### src/rtl/qrm_pkg.sv
// ----------------------------------------------------------------------------
// qrm_pkg
// Shared types and constants of the quaternion to rotation matrix block.
// ----------------------------------------------------------------------------
package qrm_pkg;

	localparam int N_ENT     = 9;
	localparam int OUT_W     = 16;
	localparam int Q_W       = 16;
	localparam int DIV_STEPS = 16;
	localparam logic [OUT_W-1:0] ONE_Q214 = 16'd16384;

	typedef struct packed {
		logic             valid;
		logic             zero;
		logic [N_ENT-1:0] neg;
	} qrm_ctrl_t;

endpackage

### src/rtl/qrm_div_step.sv
// ----------------------------------------------------------------------------
// qrm_div_step
// One registered restoring-division step for all nine entries, sharing
// the squared norm as divisor.
// ----------------------------------------------------------------------------
module qrm_div_step #(
	parameter int DW    = 34,
	parameter bit FIRST = 1'b0
) (
	input  logic                   clk,
	input  logic                   arst_n,
	input  logic                   en,
	input  qrm_pkg::qrm_ctrl_t     ctrl_i,
	input  logic [DW-1:0]          den_i,
	input  logic [DW-1:0]          r_i [qrm_pkg::N_ENT],
	input  logic [qrm_pkg::Q_W-1:0] q_i [qrm_pkg::N_ENT],
	output qrm_pkg::qrm_ctrl_t     ctrl_o,
	output logic [DW-1:0]          den_o,
	output logic [DW-1:0]          r_o [qrm_pkg::N_ENT],
	output logic [qrm_pkg::Q_W-1:0] q_o [qrm_pkg::N_ENT]
);
	import qrm_pkg::*;

	logic [DW-1:0] rs [N_ENT];
	logic          ge [N_ENT];

	always_comb begin
		for (int i = 0; i < N_ENT; i++) begin
			rs[i] = FIRST ? r_i[i] : {r_i[i][DW-2:0], 1'b0};
			ge[i] = (rs[i] >= den_i);
		end
	end

	always_ff @(posedge clk or negedge arst_n) begin
		if (!arst_n) begin
			ctrl_o <= '0;
		end else if (en) begin
			ctrl_o <= ctrl_i;
		end
	end

	always_ff @(posedge clk) begin
		if (en) begin
			den_o <= den_i;
			for (int i = 0; i < N_ENT; i++) begin
				r_o[i] <= ge[i] ? rs[i] - den_i : rs[i];
				q_o[i] <= {q_i[i][Q_W-2:0], ge[i]};
			end
		end
	end

endmodule

### config.mk
export PLATFORM = sky130hd
export DESIGN_NAME = qrm_div_step
export DESIGN_NICKNAME = d
export VERILOG_FILES = /design/src/rtl/qrm_pkg.sv /design/src/rtl/qrm_div_step.sv
export SDC_FILE = /design/constraint.sdc
export NUM_CORES = 1
export LEC_CHECK = 0
export BUFFER_PORTS_ARGS = -buffer_cell sky130_fd_sc_hd__buf_2
export CORE_AREA = 2 2 382 384
export CTS_BUF_LIST = sky130_fd_sc_hd__clkbuf_8 sky130_fd_sc_hd__clkbuf_16
export DETAILED_ROUTE_END_ITERATION = 7
export DIE_AREA = 0 0 384 386
export REMOVE_ABC_BUFFERS = 1
export SYNTH_ARGS = -nofsm -noshare
export SYNTH_HDL_FRONTEND = slang
export SYNTH_SLANG_ARGS = --single-unit
### constraint.sdc
create_clock -name clk -period 0.8 [get_ports clk]
set_input_delay 0.04 -clock clk [delete_from_list [all_inputs] [get_ports clk]]
set_output_delay 0.04 -clock clk [all_outputs]
set_load 0.05 [all_outputs]
==> impl_results.md, run 1 <==
* Clk root buf: clkbuf_16
* Final period util at 347%
* Critical Path Fanout Max at 3
* Post-synthesis sequential area ratio at ~44%
* First-pass detailed-route iteration total at 5
* Post-synth EDFFs at ~480
* Full die area at between 100,000 and 150,000 um^2
* TritonCTS clock tree: yes
* Complex-gate fraction of the synthesized area at roughly 19%
* # fillers at around 13,000
* Static Leakage at ~0.029 uW
* Peak Freq at between 300 and 400 MHz
* Place WS at -3090 ps
* Critical path's slowest cell: a2111o_1
* Final worst setup slack at -1980 ps
* Slew at the pin closest to its max-slew limit at 575 ps
* Vias/cell at slightly below 5
* Outcome: complete, but fails checks
* Fin nets at 6,866
* Number of global-route vias before repair at just under 40,000
* Area contributors post-synth: edfxtp_1 43%, ha_1 11%, a21oi_1 4.8%
* CP Launch Type: input pin
* Largest family of logic cells by synthesized area: compound AO/OA/AOI/OAI gates
* Detailed Place HPWL at around 150 mm
* Area delta synth->final at 89.9%
* Most frequent cells in the layout: 1,124 x buf_4, 923 x buf_2, 484 x edfxtp_1, 484 x dlygate4sd3_1, 255 x a21oi_1
* Cell row count at 140
* Failing checks: hold timing, setup timing
* Initial drt markers at about 2,700
* CTS clk-pin slew, worst paths at roughly 60 ps
* Die Ht at 386 um
* Synth Area per Inst at 10.3 um^2
* Fin. max-slew vios at 0
* Worst setup path category: in -> reg
* Post-synthesis simple-gate area fraction at a little under an eighth
* PD cells at 1830 nW/um^2
* GRT Total Usage at about a quarter
* CTS Sinks at around 500
* Top-area cell type share of the netlist area at approximately 43%
* Fin. Hold Viols at just over 60
* Setup violators final at around 810
* Clk_skew at 0 ps
* Area of the multi-input gates at ~22,000 um^2
* Critical Path AT at 3230 ps
* Post-Synth Adder-Cell Area at approximately an eighth
* Routability cong. at 0.963
* Layout cells sized above 1 at 49.7%
* Largest net degree at the start of global routing at 49
* Synth Area in XOR/XNOR at around 6.8%
* Routed length per instance at 24.2 um
* Yosys Warn Count at 0
* Final core utilization at about 45%
* RSZ-0062 raised after global routing: true
* Yosys top cell by area: edfxtp_1
* Req. time, crit path at between 1000 and 1500 ps
* H-tree levels at 2
* Remaining antenna violation count after routing at 0
* Crit path max-delay family: compound AO/OA/AOI/OAI gates
* Yosys cell types at 76
* First-pass GRT wire length at 262 mm
* GRT overflow at 0
* Routed WL at 195 mm
* Cells after synthesis at approximately 3,300
* Clk_lat worst skew at between 600 and 700 ps
* Bufs on Longest Clock Path at 3
* Max incr delay on CP at 480 ps
* Core area at 145,000 um^2
* Hold Path Class: in -> reg
* Syn Std Cell Area at 33,900 um^2
* Via count at approximately 40,000
* Most common cell after layout, fill and taps aside: buf_4
* Worst Hold Slack at -58.3 ps
* Initial antenna violation count at just over 80
* R2R setup slack at around 20 ps
* Worst setup EP type: flop
* # Max-Cap Violations at 0
* Async set or reset register ratio after synthesis at under 10%
* CP bufs+invs at 7
* Storage cell area at 14,800 um^2
* Synth Register Bits at ~500
* Rel. slew slack at between 60% and 70%
* Die Wd at between 300 and 400 um
* Minimum clock period at about 2800 ps
* Starting Density at a little under a quarter
* DRC at 0
* Mux cell area share after synthesis at 5.29%
* Ys flop type: edfxtp_1
* Buffers added on ports at ~970
* Peak VDD IR at between 2000 and 2500 uV
* IO Pins at about 1,000
* Num CTS Buffers at 61
* CP cell instances: buf_8, clkinvlp_4, buf_12, buf_12, buf_8, ha_4, a21o_1, a2111o_1, a21oi_4, a2111oi_4, a31o_2, a41oi_2, buf_4, o31ai_2, a2111oi_2, buf_4, xor2_1, o21ai_1
## sequential cells by signal, indices dropped and copies added, names as in the netlist
| signal | flops |
|---|---|
| r_o | 306 |
| den_o | 34 |
| q_o | 144 |
| ctrl_o | 11 |
## where the power goes
| group | switching (uW) | leakage, uW | internal (uW) | total (uW) |
|---|---|---|---|---|
| Combinational | 30900 | 0.0233 | 23200 | 54100 |
| Clock | 12900 | 0.00100 | 16500 | 29400 |
| Sequential | 1590 | 0.00486 | 32500 | 34100 |
## through the flow
stage | setup TNS, ps | power (uW) | hold slack, ps | std cells | cell area, um^2
floorplan | -1022030 | 58300 | -256 | 3181 | 33500
global route | -850410 | 122000 | -86.2 | 8034 | 64300
global placement | -983210 | 78000 | -85.1 | 7216 | 50900
CTS | -826710 | 115000 | -293 | 7967 | 62000
detailed placement | -999250 | 78200 | -83.8 | 7216 | 50900
finish | -803370 | 118000 | -58.3 | 8053 | 64400
## cell usage after synthesis (6+ instances only)
cell type / n
edfxtp_1: 484
a21oi_1: 327
ha_1: 306
nand2_1: 300
o21ai_0: 268
nor2_1: 171
a21o_1: 160
xnor2_1: 150
mux2_2: 123
xor2_1: 115
inv_1: 113
clkbuf_1: 74
nand3_1: 52
nor2b_1: 49
nand4_1: 48
nand2b_1: 43
nor3_1: 41
o21bai_1: 36
and3_1: 34
mux2_1: 31
a211oi_1: 29
a31oi_1: 28
o21a_1: 23
o211ai_1: 21
o31ai_1: 18
and2_1: 17
and4_1: 13
a41oi_1: 12
or3_1: 12
buf_2: 11
dfrtp_1: 11
a211o_1: 9
a21boi_0: 9
fa_1: 9
nor4_1: 9
buf_1: 8
or2_2: 8
a221oi_1: 7
a31o_2: 7
a221o_1: 6
mux2i_1: 6
o31a_1: 6
## layer usage
metal | up-vias | routed length, um | track usage (%)
met1 | 18766 | 74800 | 28.4
li1 | 18001 | - | -
met2 | 1690 | 90800 | 41.2
met5 | - | 302 | 0
met3 | 537 | 15100 | 5.64
met4 | 48 | 14200 | 14.5
## cell families (layout without fill, tap and decap cells)
group                      Yosys count  in the layout
buffers and inverters              209           3035
muxes                              160            160
adders and majority gates          315            315
DFF                                495            495
and+or+nand+nor                    811            811
AOI/OAI and AO/OA                 1022           1022
xor gates and xnor gates           265            265
other                                0             33
## repair_timing
| action | in CTS | in global routing |
|---|---|---|
| endpoints found under the hold margin | 576 | 94 |
| resized for setup | 618 | 437 |
| gates cloned | 20 | 17 |
| pin swaps | 161 | 238 |
| hold buffers | 482 | 17 |
| setup endpoints to repair | 810 | 825 |
| setup buffers | 149 | 75 |
## area by class of cell
| type | instances | area share (%) |
|---|---|---|
| multi-input cells | 2573 | 33.9 |
| clock buffers | 62 | 2.41 |
| clock inverters | 51 | 0.776 |
| diodes | 33 | 0.128 |
| flip-flops and latches | 495 | 23.0 |
| repair buffers | 2809 | 35.3 |
| well taps | 1917 | 3.73 |
| inverters | 113 | 0.762 |
## final timing paths
check / from / end / cells past startpoint
max: den_i[5] / r_o[65] / 18
max in group asynchronous: arst_n / ctrl_o[10] / 3
max reg2reg: ctrl_o[1] / ctrl_o[1] / 1
min in group asynchronous: arst_n / ctrl_o[4] / 3
min: en / r_o[234] / 2
min reg2reg: ctrl_o[5] / ctrl_o[5] / 1
Note: power is estimated with default switching activity, not from simulation.
==> run 2: changes to the inputs <==
CELL_PAD_IN_SITES_DETAIL_PLACEMENT = 1   (was default)
CELL_PAD_IN_SITES_GLOBAL_PLACEMENT = 1   (was default)
CORE_AREA = 2 2 387 389   (was 2 2 382 384)
DIE_AREA = 0 0 389 391   (was 0 0 384 386)
PLACE_DENSITY_LB_ADDON = 0.1   (was default)
RECOVER_POWER = 50   (was default)
==> run 2 against run 1 <==
Compared with the run above:
- the flow still finishes with violations (hold timing, setup timing)
- clock skew unchanged
- sequential cell count did not move
- sequential share of layout area fell by 0.92 points
- critical path depth rose by 1
- non-clock buffer count rose by 39
- cell count increased by 0.58%
- global-route usage grew 0.99 points
- first-iteration DRC count is 38% lower
- largest power group unchanged
- total power is 4.7% higher
- core utilization grew 0.59 points
==> impl_results.md, run 2 (synthesized netlist as in run 1, its figures left out) <==
* # Max-Cap Violations at 0 (unchanged)
* Num CTS Buffers at 67 (was 61)
* Worst setup path category: in -> reg (unchanged)
* Core area at 149,000 um^2 (was 145,000 um^2)
* Req. time, crit path at 1200 ps (was 1250 ps)
* Peak Freq at 355 MHz (was 360 MHz)
* Outcome: complete, but fails checks (unchanged)
* Routed length per instance at 25.3 um (was 24.2 um)
* Worst setup EP type: flop (unchanged)
* Worst Hold Slack at -106 ps (was -58.3 ps)
* Initial drt markers at 1,652 (was 2,678)
* Clk_lat worst skew at 650 ps (was 680 ps)
* Die Ht at 391 um (was 386 um)
* Rel. slew slack at 63.6% (was 61.6%)
* Buffers added on ports at 974 (unchanged)
* Layout cells sized above 1 at 50.7% (was 49.7%)
* GRT overflow at 0 (unchanged)
* Starting Density at 22.8% (was 23.5%)
* H-tree levels at 3 (was 2)
* GRT Total Usage at 25.5% (was 24.5%)
* CTS clk-pin slew, worst paths at 60 ps (about the same)
* Fin nets at 6,911 (was 6,866)
* First-pass detailed-route iteration total at 5 (unchanged)
* Placed Area at 51,000 um^2 (was 50,900 um^2)
* Final core utilization at 45.1% (was 44.5%)
* RSZ-0062 raised after global routing: true (unchanged)
* Via count at 38,239 (was 39,042)
* Placed cell count at 7,279 (was 7,216)
* Area delta synth->final at 97.8% (was 89.9%)
* Vias/cell at 4.72 (was 4.85)
* Critical Path AT at 3220 ps (was 3230 ps)
* Place WS at -3100 ps (was -3090 ps)
* Failing checks: hold timing, setup timing (unchanged)
* Area of the multi-input gates at 22,100 um^2 (was 21,800 um^2)
* Fin cells at 8,100 (was 8,053)
* Routed WL at 205 mm (was 195 mm)
* Static Leakage at 0.0303 uW (was 0.0292 uW)
* Final worst setup slack at -2020 ps (was -1980 ps)
* Remaining antenna violation count after routing at 0 (unchanged)
* Post-route cell area at 67,000 um^2 (was 64,400 um^2)
* TritonCTS clock tree: yes (unchanged)
* Detailed Place HPWL at 155 mm (was 147 mm)
* PD cells at 1840 nW/um^2 (was 1830 nW/um^2)
* Full die area at 152,000 um^2 (was 148,000 um^2)
* CP Launch Type: input pin (unchanged)
* Initial antenna violation count at 57 (was 82)
* Die Wd at 389 um (was 384 um)
* Fin Setup TNS at -879,150 ps (was -803,370 ps)
* Largest Register: r_o (unchanged)
* Critical Path Fanout Max at 7 (was 3)
* Minimum clock period at 2820 ps (was 2780 ps)
* Bufs on Longest Clock Path at 3 (unchanged)
* IO Pins at 993 (unchanged)
* Number of global-route vias before repair at 40,486 (was 38,640)
* Clk_skew at 0 ps (unchanged)
* Clk root buf: clkbuf_16 (unchanged)
* Largest net degree at the start of global routing at 31 (was 49)
* Peak VDD IR at 1210 uV (was 2090 uV)
* Most frequent cells in the layout: 1,126 x buf_4, 545 x buf_2, 488 x dlygate4sd3_1 (was 1,124 x buf_4, 923 x buf_2, 484 x edfxtp_1, 484 x dlygate4sd3_1, 255 x a21oi_1)
* DRC at 0 (unchanged)
* Registers with the most flip-flops: r_o: 306 flops, q_o: 144 flops, den_o: 34 flops (unchanged)
* CTS Sinks at 495 (unchanged)
* Storage cell area at 14,800 um^2 (unchanged)
* Routability cong. at 0.869 (was 0.963)
* Final period util at 352% (was 347%)
* # fillers at 16,380 (was 13,252)
* Cell row count at 142 (was 140)
* First-pass GRT wire length at 282 mm (was 262 mm)
* Fin. max-slew vios at 0 (unchanged)
* Fin. Hold Viols at 6 (was 61)
* Hold Path Class: in -> reg (unchanged)
* Slew at the pin closest to its max-slew limit at 545 ps (was 575 ps)
* Setup violators final at 1,169 (was 814)
* Most common cell after layout, fill and taps aside: buf_4 (unchanged)
* Max reg flops at 306 (unchanged)
-- run 2: final cells by class --
cell class / count / share of cell area [%]
clock inverters: 43 / 0.575
inverters: 113 / 0.693
multi-input cells: 2573 / 33.0
well taps: 1944 / 3.63
clock buffers: 70 / 2.56
flip-flops and latches: 495 / 22.1
repair buffers: 2848 / 37.4
diodes: 14 / 0.0523
-- run 2: stage by stage --
step | hold WS [ps] | power [uW]
2_1_floorplan | -256 | 58300
3_3_place_gp | -80.4 | 78700
3_5_place_dp | -71.1 | 78900
4_1_cts | -224 | 117000
5_1_grt | -106 | 128000
6_report | -106 | 123000
-- run 2: worst paths after layout --
check	start	end	slack [ps]	cells after the start
setup / recovery	den_i[2]	r_o[142]	-2020	19
hold / removal	den_i[1]	r_o[239]	-110	3
setup reg to reg	ctrl_o[4]	ctrl_o[4]	-100	2
hold reg to reg	ctrl_o[6]	ctrl_o[6]	530	1
max in group asynchronous	arst_n	ctrl_o[5]	0	3
min in group asynchronous	arst_n	ctrl_o[7]	430	3
-- run 2: power breakdown --
group | internal (uW) | switching, uW | total [uW]
clock network | 17000 | 13200 | 30200
registers | 32500 | 2060 | 34600
logic | 26400 | 31800 | 58200
total | 75900 | 47100 | 123000
-- run 2: repair_timing --
action / CTS / global route
hold endpoints to repair: 582 / 12
pin swaps: 146 / 260
setup buffers: 138 / 85
gates cloned: 26 / 16
gates resized for setup: 609 / 1709
setup endpoints to repair: 810 / 1220
hold buffers: 489 / 7
-- run 2: layer usage --
layer  wire length, um  track usage, %
met5               263               0
met4              7230            7.45
met1             84200            30.9
met3             11600            5.15
met2            101000            45.3
-- run 2: worst max-delay path, stage by stage --
cell,delay (ps)
buf_8,80
clkinvlp_4,80
buf_12,150
buf_6,120
buf_12,150
ha_4,270
nor2b_4,130
o21ai_2,60
a21o_1,210
a31oi_4,200
a31o_4,180
a211o_1,200
a21oi_2,90
o31a_1,280
o21ai_4,200
buf_6,160
buf_12,110
clkbuf_16,150
mux2_2,350
